==> config.mk <==
export PLATFORM = sky130hd
export DESIGN_NAME = dual_token_bucket_policer_flat
export DESIGN_NICKNAME = d
export VERILOG_FILES = /design/src/hdl/dtbp_pkg.sv /design/src/hdl/dtbp_in_if.sv /design/src/hdl/dtbp_out_if.sv /design/src/hdl/dtbp_datapath.sv /design/src/hdl/dtbp_ctrl.sv /design/src/hdl/dual_token_bucket_policer.sv /design/src/flat_wrapper.sv
export SDC_FILE = /design/constraint.sdc
export NUM_CORES = 2
export LEC_CHECK = 0
export ABC_AREA = 0
export ABC_CLOCK_PERIOD_IN_PS = 11700
export BUFFER_PORTS_ARGS = -buffer_cell sky130_fd_sc_hd__buf_2
export CORE_MARGIN = 4
export CORE_UTILIZATION = 55
export DETAILED_ROUTE_END_ITERATION = 10
export GPL_TIMING_DRIVEN = 1
export PLACE_DENSITY = 0.76
export SLEW_MARGIN = 20
export SYNTH_ARGS = -nofsm -noshare
export SYNTH_HDL_FRONTEND = slang
export SYNTH_SLANG_ARGS = --single-unit
==> constraint.sdc <==
create_clock -name clk -period 11.7 [get_ports clk]
set_clock_uncertainty 0.15 [all_clocks]
set_input_delay 2.34 -clock clk [delete_from_list [all_inputs] [get_ports clk]]
set_output_delay 2.34 -clock clk [all_outputs]
set_load 0.02 [all_outputs]
==> src/hdl/dtbp_pkg.sv <==
package dtbp_pkg;

  // Field widths fixed by the request and result formats.
  localparam int LEVEL_W   = 48;
  localparam int TIME_W    = 32;
  localparam int RATE_W    = 32;
  localparam int SHARE_W   = 17;
  localparam int PTYPE_W   = 8;
  localparam int SIZE_W    = 16;
  localparam int DEPTH_W   = 24;
  localparam int STAGE_W   = 2;

  // Configuration port geometry and register indexes.
  localparam int CFG_IDX_W  = 3;
  localparam int CFG_DATA_W = 32;
  localparam logic [CFG_IDX_W-1:0] CFG_AGG_RATE   = 3'd0;
  localparam logic [CFG_IDX_W-1:0] CFG_TYPE_SHARE = 3'd1;
  localparam logic [CFG_IDX_W-1:0] CFG_RTYPE      = 3'd2;
  localparam logic [CFG_IDX_W-1:0] CFG_TYPE_EN    = 3'd3;
  localparam logic [CFG_IDX_W-1:0] CFG_DEPTH      = 3'd4;

  // Register reset values.
  localparam logic [SHARE_W-1:0] SHARE_ONE = 17'h10000;
  localparam logic [DEPTH_W-1:0] DEPTH_RST = 24'd65536;

  // Drop stage codes.
  localparam logic [STAGE_W-1:0] STAGE_NONE = 2'd0;
  localparam logic [STAGE_W-1:0] STAGE_TYPE = 2'd1;
  localparam logic [STAGE_W-1:0] STAGE_AGG  = 2'd2;

  // Request payload as captured by the datapath.
  typedef struct packed {
    logic               action;
    logic [TIME_W-1:0]  now;
    logic [PTYPE_W-1:0] packet_type;
    logic [SIZE_W-1:0]  packet_size;
    logic               mine;
    logic               low_demand;
  } dtbp_req_t;

  // Result payload.
  typedef struct packed {
    logic               dropped;
    logic [STAGE_W-1:0] drop_stage;
    logic [LEVEL_W-1:0] aggregate_level;
    logic [LEVEL_W-1:0] type_level;
  } dtbp_res_t;

  // Commands from the controller to the datapath.
  typedef struct packed {
    logic load;
    logic mul_trate;
    logic mul_bucket;
    logic fill;
    logic charge;
    logic sel_type;
    logic clear;
    logic out_load;
  } dtbp_cmd_t;

  // Status from the datapath to the controller.
  typedef struct packed {
    logic action;
    logic type_hit;
    logic drop;
  } dtbp_sts_t;

endpackage

==> src/hdl/dtbp_in_if.sv <==
interface dtbp_in_if;
  import dtbp_pkg::*;

  logic               valid;
  logic               ready;
  logic               action;
  logic [TIME_W-1:0]  now;
  logic [PTYPE_W-1:0] packet_type;
  logic [SIZE_W-1:0]  packet_size;
  logic               mine;
  logic               low_demand;

  modport source (
    output valid, action, now, packet_type, packet_size, mine, low_demand,
    input  ready
  );

  modport sink (
    input  valid, action, now, packet_type, packet_size, mine, low_demand,
    output ready
  );

endinterface

==> src/hdl/dtbp_out_if.sv <==
interface dtbp_out_if;
  import dtbp_pkg::*;

  logic                      valid;
  logic                      ready;
  logic                      dropped;
  logic [STAGE_W-1:0]        drop_stage;
  logic signed [LEVEL_W-1:0] aggregate_level;
  logic signed [LEVEL_W-1:0] type_level;

  modport source (
    output valid, dropped, drop_stage, aggregate_level, type_level,
    input  ready
  );

  modport sink (
    input  valid, dropped, drop_stage, aggregate_level, type_level,
    output ready
  );

endinterface

==> src/hdl/dtbp_datapath.sv <==
module dtbp_datapath #(
  parameter int TOKEN_FRAC_BITS = 8
) (
  input  logic                                clk,
  input  logic                                rst_n,
  input  logic                                cfg_we,
  input  logic [dtbp_pkg::CFG_IDX_W-1:0]      cfg_idx,
  input  logic [dtbp_pkg::CFG_DATA_W-1:0]     cfg_data,
  input  dtbp_pkg::dtbp_req_t                 req,
  input  dtbp_pkg::dtbp_cmd_t                 cmd,
  output dtbp_pkg::dtbp_sts_t                 sts,
  output dtbp_pkg::dtbp_res_t                 res
);
  import dtbp_pkg::*;

  localparam int EXT_W = LEVEL_W + 1;
  localparam int REFILL_W = 2 * RATE_W - 3;
  localparam logic [LEVEL_W-1:0] LEVEL_MIN = {1'b1, {(LEVEL_W-1){1'b0}}};
  localparam logic [LEVEL_W-1:0] TOKENS_RST =
    LEVEL_W'(DEPTH_RST) << TOKEN_FRAC_BITS;

  // Configuration registers.
  logic [RATE_W-1:0]  rate_r;
  logic [SHARE_W-1:0] share_r;
  logic [PTYPE_W-1:0] rtype_r;
  logic               type_en_r;
  logic [DEPTH_W-1:0] depth_r;

  // Bucket state.
  logic [LEVEL_W-1:0] agg_tok_r, typ_tok_r;
  logic [TIME_W-1:0]  agg_last_r, typ_last_r;

  // Captured request and working registers.
  logic [TIME_W-1:0]   now_r;
  logic [SIZE_W-1:0]   size_r;
  logic                forced_r;
  logic [2*RATE_W-1:0] prod_r;
  logic [LEVEL_W-1:0]  fill_r;
  logic [STAGE_W-1:0]  stage_r;
  dtbp_res_t           res_r;

  logic [SHARE_W-1:0]  share_sat;
  logic [TIME_W-1:0]   last_sel, elapsed;
  logic [LEVEL_W-1:0]  tok_sel;
  logic [RATE_W-1:0]   mul_a, mul_b;
  logic [2*RATE_W-1:0] prod_nxt;
  logic [REFILL_W-1:0] refill;
  logic [EXT_W-1:0]    cap_ext, tok_ext, room;
  logic                at_cap, refill_big;
  logic [LEVEL_W-1:0]  fill_nxt;
  logic [EXT_W-1:0]    cost_ext, fill_ext, diff;
  logic                pass;
  logic [LEVEL_W-1:0]  charged, tok_nxt;

  // Configuration writes; indexes beyond the list are ignored.
  always_ff @(posedge clk) begin
    if (!rst_n) begin
      rate_r    <= '0;
      share_r   <= SHARE_ONE;
      rtype_r   <= '0;
      type_en_r <= 1'b0;
      depth_r   <= DEPTH_RST;
    end else if (cfg_we) begin
      case (cfg_idx)
        CFG_AGG_RATE:   rate_r    <= cfg_data[RATE_W-1:0];
        CFG_TYPE_SHARE: share_r   <= cfg_data[SHARE_W-1:0];
        CFG_RTYPE:      rtype_r   <= cfg_data[PTYPE_W-1:0];
        CFG_TYPE_EN:    type_en_r <= cfg_data[0];
        CFG_DEPTH:      depth_r   <= cfg_data[DEPTH_W-1:0];
        default: ;
      endcase
    end
  end

  // Bucket select and the shared multiplier.
  assign share_sat = (share_r > SHARE_ONE) ? SHARE_ONE : share_r;
  assign last_sel  = cmd.sel_type ? typ_last_r : agg_last_r;
  assign tok_sel   = cmd.sel_type ? typ_tok_r : agg_tok_r;
  assign elapsed   = now_r - last_sel;
  assign mul_a     = cmd.mul_trate ? rate_r : elapsed;
  // In the type pass the product register still holds rate times share.
  assign mul_b     = cmd.mul_trate ? RATE_W'(share_sat) :
                     (cmd.sel_type ? prod_r[RATE_W+15:16] : rate_r);
  assign prod_nxt  = mul_a * mul_b;

  // Refill and cap at the bucket depth.
  assign refill     = prod_r[2*RATE_W-1:3];
  assign cap_ext    = EXT_W'(depth_r) << TOKEN_FRAC_BITS;
  assign tok_ext    = {tok_sel[LEVEL_W-1], tok_sel};
  assign at_cap     = $signed(tok_ext) >= $signed(cap_ext);
  assign room       = cap_ext - tok_ext;
  assign refill_big = refill >= REFILL_W'(room);
  assign fill_nxt   = (at_cap || refill_big) ? cap_ext[LEVEL_W-1:0]
                                             : tok_sel + refill[LEVEL_W-1:0];

  // Test against the packet cost and charge, saturating deep debt.
  assign cost_ext = EXT_W'(size_r) << TOKEN_FRAC_BITS;
  assign fill_ext = {fill_r[LEVEL_W-1], fill_r};
  assign pass     = ($signed(cost_ext) < $signed(fill_ext)) || forced_r;
  assign diff     = fill_ext - cost_ext;
  assign charged  = (diff[EXT_W-1] && !diff[LEVEL_W-1]) ? LEVEL_MIN : diff[LEVEL_W-1:0];
  assign tok_nxt  = pass ? charged : fill_r;

  // Request capture and working registers.
  always_ff @(posedge clk) begin
    if (cmd.load) begin
      now_r    <= req.now;
      size_r   <= req.packet_size;
      forced_r <= req.mine && req.low_demand;
    end
    if (cmd.mul_trate || cmd.mul_bucket) begin
      prod_r <= prod_nxt;
    end
    if (cmd.fill) begin
      fill_r <= fill_nxt;
    end
  end

  // Drop stage of the current packet.
  always_ff @(posedge clk) begin
    if (!rst_n) begin
      stage_r <= STAGE_NONE;
    end else if (cmd.load) begin
      stage_r <= STAGE_NONE;
    end else if (cmd.charge && !pass) begin
      stage_r <= cmd.sel_type ? STAGE_TYPE : STAGE_AGG;
    end
  end

  // Bucket state updates.
  always_ff @(posedge clk) begin
    if (!rst_n) begin
      agg_tok_r  <= TOKENS_RST;
      typ_tok_r  <= TOKENS_RST;
      agg_last_r <= '0;
      typ_last_r <= '0;
    end else if (cmd.clear) begin
      agg_tok_r  <= '0;
      typ_tok_r  <= '0;
      agg_last_r <= now_r;
      typ_last_r <= now_r;
    end else if (cmd.charge) begin
      if (cmd.sel_type) begin
        typ_tok_r  <= tok_nxt;
        typ_last_r <= now_r;
      end else begin
        agg_tok_r  <= tok_nxt;
        agg_last_r <= now_r;
      end
    end
  end

  // Result register.
  always_ff @(posedge clk) begin
    if (cmd.out_load) begin
      res_r.dropped         <= (stage_r != STAGE_NONE);
      res_r.drop_stage      <= stage_r;
      res_r.aggregate_level <= agg_tok_r;
      res_r.type_level      <= typ_tok_r;
    end
  end

  assign res          = res_r;
  assign sts.action   = req.action;
  assign sts.type_hit = type_en_r && (req.packet_type == rtype_r);
  assign sts.drop     = !pass;

endmodule

==> src/hdl/dtbp_ctrl.sv <==
module dtbp_ctrl (
  input  logic                clk,
  input  logic                rst_n,
  input  logic                in_valid,
  output logic                in_ready,
  output logic                out_valid,
  input  logic                out_ready,
  input  dtbp_pkg::dtbp_sts_t sts,
  output dtbp_pkg::dtbp_cmd_t cmd
);
  import dtbp_pkg::*;

  localparam logic [3:0] S_IDLE  = 4'd0;
  localparam logic [3:0] S_CLEAR = 4'd1;
  localparam logic [3:0] S_TRATE = 4'd2;
  localparam logic [3:0] S_TMUL  = 4'd3;
  localparam logic [3:0] S_TFILL = 4'd4;
  localparam logic [3:0] S_TCHG  = 4'd5;
  localparam logic [3:0] S_AMUL  = 4'd6;
  localparam logic [3:0] S_AFILL = 4'd7;
  localparam logic [3:0] S_ACHG  = 4'd8;
  localparam logic [3:0] S_DONE  = 4'd9;

  logic [3:0] state_r, state_nxt;
  logic       out_valid_r, out_valid_nxt;
  logic       out_free;

  assign out_free = !out_valid_r || out_ready;

  // Next state and per-state commands.
  always_comb begin
    state_nxt     = state_r;
    out_valid_nxt = out_valid_r && !out_ready;
    cmd           = '0;
    in_ready      = 1'b0;
    case (state_r)
      S_IDLE: begin
        in_ready = 1'b1;
        if (in_valid) begin
          cmd.load = 1'b1;
          if (sts.action) begin
            state_nxt = S_CLEAR;
          end else if (sts.type_hit) begin
            state_nxt = S_TRATE;
          end else begin
            state_nxt = S_AMUL;
          end
        end
      end
      S_CLEAR: begin
        cmd.clear = 1'b1;
        state_nxt = S_DONE;
      end
      S_TRATE: begin
        cmd.mul_trate = 1'b1;
        cmd.sel_type  = 1'b1;
        state_nxt     = S_TMUL;
      end
      S_TMUL: begin
        cmd.mul_bucket = 1'b1;
        cmd.sel_type   = 1'b1;
        state_nxt      = S_TFILL;
      end
      S_TFILL: begin
        cmd.fill     = 1'b1;
        cmd.sel_type = 1'b1;
        state_nxt    = S_TCHG;
      end
      S_TCHG: begin
        cmd.charge   = 1'b1;
        cmd.sel_type = 1'b1;
        state_nxt    = sts.drop ? S_DONE : S_AMUL;
      end
      S_AMUL: begin
        cmd.mul_bucket = 1'b1;
        state_nxt      = S_AFILL;
      end
      S_AFILL: begin
        cmd.fill  = 1'b1;
        state_nxt = S_ACHG;
      end
      S_ACHG: begin
        cmd.charge = 1'b1;
        state_nxt  = S_DONE;
      end
      S_DONE: begin
        if (out_free) begin
          cmd.out_load  = 1'b1;
          out_valid_nxt = 1'b1;
          state_nxt     = S_IDLE;
        end
      end
      default: begin
        state_nxt = S_IDLE;
      end
    endcase
  end

  always_ff @(posedge clk) begin
    if (!rst_n) begin
      state_r     <= S_IDLE;
      out_valid_r <= 1'b0;
    end else begin
      state_r     <= state_nxt;
      out_valid_r <= out_valid_nxt;
    end
  end

  assign out_valid = out_valid_r;

`ifndef SYNTHESIS
  // An accepted request always leaves the idle state.
  a_accept_busy: assert property (@(posedge clk) disable iff (!rst_n)
    in_valid && in_ready |=> state_r != S_IDLE)
    else $error("accepted request did not start work");

  // A finished request with a free output register produces a result.
  a_done_out: assert property (@(posedge clk) disable iff (!rst_n)
    state_r == S_DONE && out_free |=> out_valid_r && state_r == S_IDLE)
    else $error("finished request did not produce a result");

  // A type bucket drop skips the aggregate bucket.
  a_type_drop: assert property (@(posedge clk) disable iff (!rst_n)
    state_r == S_TCHG && sts.drop |=> state_r == S_DONE)
    else $error("aggregate bucket visited after a type drop");

  // A bucket reset goes from the clear state straight to the done state.
  a_clear: assert property (@(posedge clk) disable iff (!rst_n)
    state_r == S_CLEAR |=> state_r == S_DONE)
    else $error("bucket reset did not finish");
`endif

endmodule

==> src/hdl/dual_token_bucket_policer.sv <==
// Dual token bucket policer.
// Requests arrive on in_ch (valid/ready): action 0 polices one packet, action 1
// empties both buckets and stamps them with the request time. Each request
// gives exactly one result on out_ch (valid/ready): the drop flag, the stage
// that dropped the packet, and both bucket levels after the request.
// Buckets are policed one request at a time through one shared 32x32
// multiplier and one refill/charge path. out_ch.valid rises as the controller
// leaves its done state: a bucket reset passes the clear state, a packet the
// type rate, multiply, fill and charge states if its type is restricted, then,
// unless dropped there, the aggregate multiply, fill and charge states.
// in_ch.ready rises in that same cycle; requests are taken one at a time.
// The result register holds the last result, so one request can be worked on
// while a result waits.
// If out_ch stalls, a finished request waits until the result register is
// free and no further request is taken meanwhile.
// Synchronous reset (rst_n low) fills both buckets to 65536 bytes, zeroes
// their timestamps and restores the register defaults. cfg_we writes
// register cfg_idx at the next clock edge; write only while idle.
module dual_token_bucket_policer #(
  parameter int TOKEN_FRAC_BITS = 8
) (
  input  logic                            clk,
  input  logic                            rst_n,
  input  logic                            cfg_we,
  input  logic [dtbp_pkg::CFG_IDX_W-1:0]  cfg_idx,
  input  logic [dtbp_pkg::CFG_DATA_W-1:0] cfg_data,
  dtbp_in_if.sink                         in_ch,
  dtbp_out_if.source                      out_ch
);
  import dtbp_pkg::*;

  dtbp_req_t req;
  dtbp_res_t res;
  dtbp_cmd_t cmd;
  dtbp_sts_t sts;

  assign req.action      = in_ch.action;
  assign req.now         = in_ch.now;
  assign req.packet_type = in_ch.packet_type;
  assign req.packet_size = in_ch.packet_size;
  assign req.mine        = in_ch.mine;
  assign req.low_demand  = in_ch.low_demand;

  dtbp_ctrl u_ctrl (
    .clk       (clk),
    .rst_n     (rst_n),
    .in_valid  (in_ch.valid),
    .in_ready  (in_ch.ready),
    .out_valid (out_ch.valid),
    .out_ready (out_ch.ready),
    .sts       (sts),
    .cmd       (cmd)
  );

  dtbp_datapath #(
    .TOKEN_FRAC_BITS (TOKEN_FRAC_BITS)
  ) u_datapath (
    .clk      (clk),
    .rst_n    (rst_n),
    .cfg_we   (cfg_we),
    .cfg_idx  (cfg_idx),
    .cfg_data (cfg_data),
    .req      (req),
    .cmd      (cmd),
    .sts      (sts),
    .res      (res)
  );

  assign out_ch.dropped         = res.dropped;
  assign out_ch.drop_stage      = res.drop_stage;
  assign out_ch.aggregate_level = $signed(res.aggregate_level);
  assign out_ch.type_level      = $signed(res.type_level);

endmodule

==> src/flat_wrapper.sv <==
// flat-port wrapper written by rule: the top's interface ports become plain ports
module dual_token_bucket_policer_flat import dtbp_pkg::*;
#(
  parameter int TOKEN_FRAC_BITS = 8
)
  (clk, rst_n, cfg_we, cfg_idx, cfg_data, in_ch_valid, in_ch_action, in_ch_now, in_ch_packet_type, in_ch_packet_size, in_ch_mine, in_ch_low_demand, in_ch_ready, out_ch_valid, out_ch_dropped, out_ch_drop_stage, out_ch_aggregate_level, out_ch_type_level, out_ch_ready);
  dtbp_in_if in_ch_i ();
  dtbp_out_if out_ch_i ();
  input  logic clk;
  input  logic rst_n;
  input  logic cfg_we;
  input  logic [dtbp_pkg::CFG_IDX_W-1:0] cfg_idx;
  input  logic [dtbp_pkg::CFG_DATA_W-1:0] cfg_data;
  input wire logic [$bits(in_ch_i.valid)-1:0] in_ch_valid;
  input wire logic [$bits(in_ch_i.action)-1:0] in_ch_action;
  input wire logic [$bits(in_ch_i.now)-1:0] in_ch_now;
  input wire logic [$bits(in_ch_i.packet_type)-1:0] in_ch_packet_type;
  input wire logic [$bits(in_ch_i.packet_size)-1:0] in_ch_packet_size;
  input wire logic [$bits(in_ch_i.mine)-1:0] in_ch_mine;
  input wire logic [$bits(in_ch_i.low_demand)-1:0] in_ch_low_demand;
  output wire logic [$bits(in_ch_i.ready)-1:0] in_ch_ready;
  output wire logic [$bits(out_ch_i.valid)-1:0] out_ch_valid;
  output wire logic [$bits(out_ch_i.dropped)-1:0] out_ch_dropped;
  output wire logic [$bits(out_ch_i.drop_stage)-1:0] out_ch_drop_stage;
  output wire logic [$bits(out_ch_i.aggregate_level)-1:0] out_ch_aggregate_level;
  output wire logic [$bits(out_ch_i.type_level)-1:0] out_ch_type_level;
  input wire logic [$bits(out_ch_i.ready)-1:0] out_ch_ready;
  assign in_ch_i.valid = in_ch_valid;
  assign in_ch_i.action = in_ch_action;
  assign in_ch_i.now = in_ch_now;
  assign in_ch_i.packet_type = in_ch_packet_type;
  assign in_ch_i.packet_size = in_ch_packet_size;
  assign in_ch_i.mine = in_ch_mine;
  assign in_ch_i.low_demand = in_ch_low_demand;
  assign in_ch_ready = in_ch_i.ready;
  assign out_ch_valid = out_ch_i.valid;
  assign out_ch_dropped = out_ch_i.dropped;
  assign out_ch_drop_stage = out_ch_i.drop_stage;
  assign out_ch_aggregate_level = out_ch_i.aggregate_level;
  assign out_ch_type_level = out_ch_i.type_level;
  assign out_ch_i.ready = out_ch_ready;
  dual_token_bucket_policer #(.TOKEN_FRAC_BITS(TOKEN_FRAC_BITS)) u_core (.clk(clk), .rst_n(rst_n), .cfg_we(cfg_we), .cfg_idx(cfg_idx), .cfg_data(cfg_data), .in_ch(in_ch_i), .out_ch(out_ch_i));
endmodule
==> flow_summary_export.csv <==
group,metric,value,unit
worst_hold_path,hold_path.class,"flop to flop",
setup_path,cp_slowest_cell,"fa_1",
global_routing,first_global_vias,49300,
cells_and_area,layout-drive-gt1-share,8.42,%
routing,drt_iter0_markers,5180,
clock_network,cts-root-buf,"clkbuf_16",
sta,max_freq,89.1,MHz
clock_network,cts.hold.buffers_added,0,
global_routing,use_met2,55.9,%
sta,rsz0062_at_grt,"true",
run,drv_cap,0,
yosys,synth_edf_count,257,
yosys,synthFlopType,"edfxtp_1",
yosys,synth_top_cell_area_share,30.1,%
routing,drt-total-wl,207,mm
yosys,ys_types,96,
yosys,synth.avg_cell_area,8.97,um2
cells_and_area,nFillCells,9292,
clock_network,path_clk_slew,0.06,ns
floorplanning,die_x,338,um
global_routing,grt_max_degree,90,
sta,drv_slew,0,
routing,firstDrtPassIters,6,
yosys,async_reset_ff_share,0,%
floorplanning,die_area,114000,um2
yosys,yosysMostFrequentCell,"nand2_1",
yosys,ys_ff_latch,506,
routing,drtAntennaViolNets,0,
global_routing,grtUsageMet1,47.7,%
floorplanning,die_h,338,um
sta,hold_violations,0,
yosys,synth_top_area_cell,"fa_1",
routing,via_count,49200,
clock_network,tritoncts,"done",
setup_path,startpoint_type,"flop",
placement,port_buffers,199,
global_routing,antenna_found_initial,11,
setup_path,path_common_cell,"fa_1",
floorplanning,rows,120,
yosys,synth.top_cells.by_area,"fa_1 (30%), edfxtp_1 (13%), ha_1 (9.0%)",
setup_path,cp.arrival,11.47,ns
global_routing,grtUsageTotal,36.6,%
routing,wire_per_inst,25.2,um
sta,setup_violations,0,
clock_network,htree_levels,2,
placement,finalWeightedCongestion,1.06,
floorplanning,coreArea,108000,um2
sta,period_minus_slack,11.23,ns
global_routing,grt_pass1_wl,309,mm
setup_path,setup.worst_path.class,"flop to flop",
global_routing,overflow,0,
placement,hpwlAfterDp,168,mm
cells_and_area,postLayoutCellArea,64600,um2
cells_and_area,fin_util,60.1,%
yosys,syn_area,59800,um2
sta,slew_headroom,11.7,%
yosys,synth_common_cells,"nand2_1 (1083), inv_1 (969), fa_1 (899)",
yosys,syn-num-nets,8094,
floorplanning,io_pins,200,
clock_network,cts_buffers,55,
setup_path,cp_slowest_stage_delay,0.60,ns
floorplanning,initial_core_util,55.6,%
cells_and_area,multi_input_area,42500,um2
sta,tightestPinTransition,1.32,ns
yosys,ys_seq_area_share,21.3,%
global_routing,grt.met3_usage,10.9,%
sta,hold-worst-slack,0.283,ns
routing,drc,0,
global_routing,busiest_layer,"met2",
setup_path,worstPathMaxFanout,15,
clock_network,insertion_delay,0.67,ns
setup_path,end_kind,"flop",
yosys,netlist_instances,6667,
placement,placed_area,62600,um2
yosys,yosysWarnings,0,
clock_network,clk_path_buf_depth,3,
setup_path,cp.required,11.94,ns
cells_and_area,nets,8186,
cells_and_area,syn_to_final_growth,8.08,%
cells_and_area,ff_latch_area,12700,um2
sta,period_share,95.9,%
clock_network,cts_sinks,506,
routing,vias_per_cell,5.99,
outcome,status,"finished clean",
metrics by stage:
stage | std cells | setup WS, ns | TNS (ns)
floorplan | 6667 | -0.0405 | -0.0405
global placement | 8102 | 0.209 | 0
CTS | 8206 | 0.125 | 0
detailed placement | 8102 | -0.0270 | -0.0524
finish | 8216 | 0.474 | 0
global route | 8210 | -0.0379 | -0.0596
cells by family (layout without fill, tap and decap cells):
group           Yosys count  after routing  synth area share (%)
simple gates           2246           2246                  15.8
compound gates          987            987                  10.7
other cells               0              7                     0
flops                   506            506                  21.3
xor+xnor                211            211                  3.09
fa+ha+maj              1328           1328                  39.1
buf+inv                1287           1426                  8.18
mux                     102            102                  1.88
routing by layer:
layer	wire length, um	up-vias
met5	36	-
met4	13100	6
met3	25600	617
met2	89200	2686
met1	78800	24400
li1	-	21500
worst max-delay path: cells and delay by family, from the launching register on:
| family | cells | cell delay (ns) |
|---|---|---|
| buffers and inverters | 5 | 0.69 |
| XOR/XNOR | 3 | 0.56 |
| flip-flops | 1 | 0.33 |
| adder cells (fa/ha/maj) | 11 | 4.93 |
| AO/OA/AOI/OAI | 9 | 1.85 |
| multiplexers | 1 | 0.16 |
| AND/OR/NAND/NOR | 11 | 2.27 |
cell type report:
class / instances / area share (%)
diodes: 7 / 0.0271
clock buffers: 72 / 2.39
clock inverters: 32 / 0.471
inverters: 971 / 5.64
multi-input cells: 4874 / 65.8
flip-flops and latches: 506 / 19.7
well taps: 1403 / 2.72
repair buffers: 351 / 3.34
path summary, 6_finish.rpt:
check	from	to	slack (ns)	cells past startpoint
max	u_core.u_ctrl.state_r[2]$_SDFFE_PN0P_	u_core.u_datapath.prod_r[60]$_DFFE_PP_	0.47	40
min	u_core.u_datapath.typ_tok_r[20]$_SDFFE_PP0P_	u_core.u_datapath.res[20]$_DFFE_PP_	0.28	0
max reg2reg	u_core.u_ctrl.state_r[2]$_SDFFE_PN0P_	u_core.u_datapath.prod_r[60]$_DFFE_PP_	0.47	40
min reg2reg	u_core.u_datapath.typ_tok_r[20]$_SDFFE_PP0P_	u_core.u_datapath.res[20]$_DFFE_PP_	0.28	0
state kept, by name, indices dropped and copies added (netlist names):
name / cells
u_core.u_datapath.agg_tok_r: 48
u_core.u_datapath.prod_r: 61
u_core.u_datapath.typ_last_r: 32
u_core.u_datapath.now_r: 32
u_core.u_datapath.rate_r: 32
u_core.u_datapath.typ_tok_r: 48
u_core.u_datapath.type_en_r: 1
u_core.u_datapath.forced_r: 1
u_core.u_datapath.stage_r: 2
u_core.u_ctrl.state_r: 4
u_core.u_datapath.agg_last_r: 32
u_core.u_ctrl.out_valid: 1
u_core.u_datapath.size_r: 16
u_core.u_datapath.depth_r: 24
u_core.u_datapath.res: 99
u_core.u_datapath.share_r: 17
u_core.u_datapath.rtype_r: 8
u_core.u_datapath.fill_r: 48
timing repair:
item	CTS	global route
pin swaps	0	5
buffers inserted	0	3
setup endpoints to repair	2	19
resized for setup	1	24
placed cells by master, fill, tap and decap left out, types with 28 or more instances in the layout:
cell	n
and2_1	33
fa_1	899
nand2_1	1080
buf_2	198
dfxtp_1	249
clkbuf_16	57
a21oi_1	265
nand2b_1	32
nor2_1	735
nor2b_1	33
inv_1	969
edfxtp_1	257
nand4_1	40
o21a_1	28
nor3_1	72
xnor2_1	129
a21boi_0	145
o21ai_0	159
xor2_1	77
mux2i_1	73
buf_4	151
ha_1	428
a31oi_1	36
a21o_1	152
nand3_1	74
a211oi_1	31
Power is left out: the tool's default activity adds up to more than one toggle a clock period on the data nets, which glitch-free logic cannot reach.
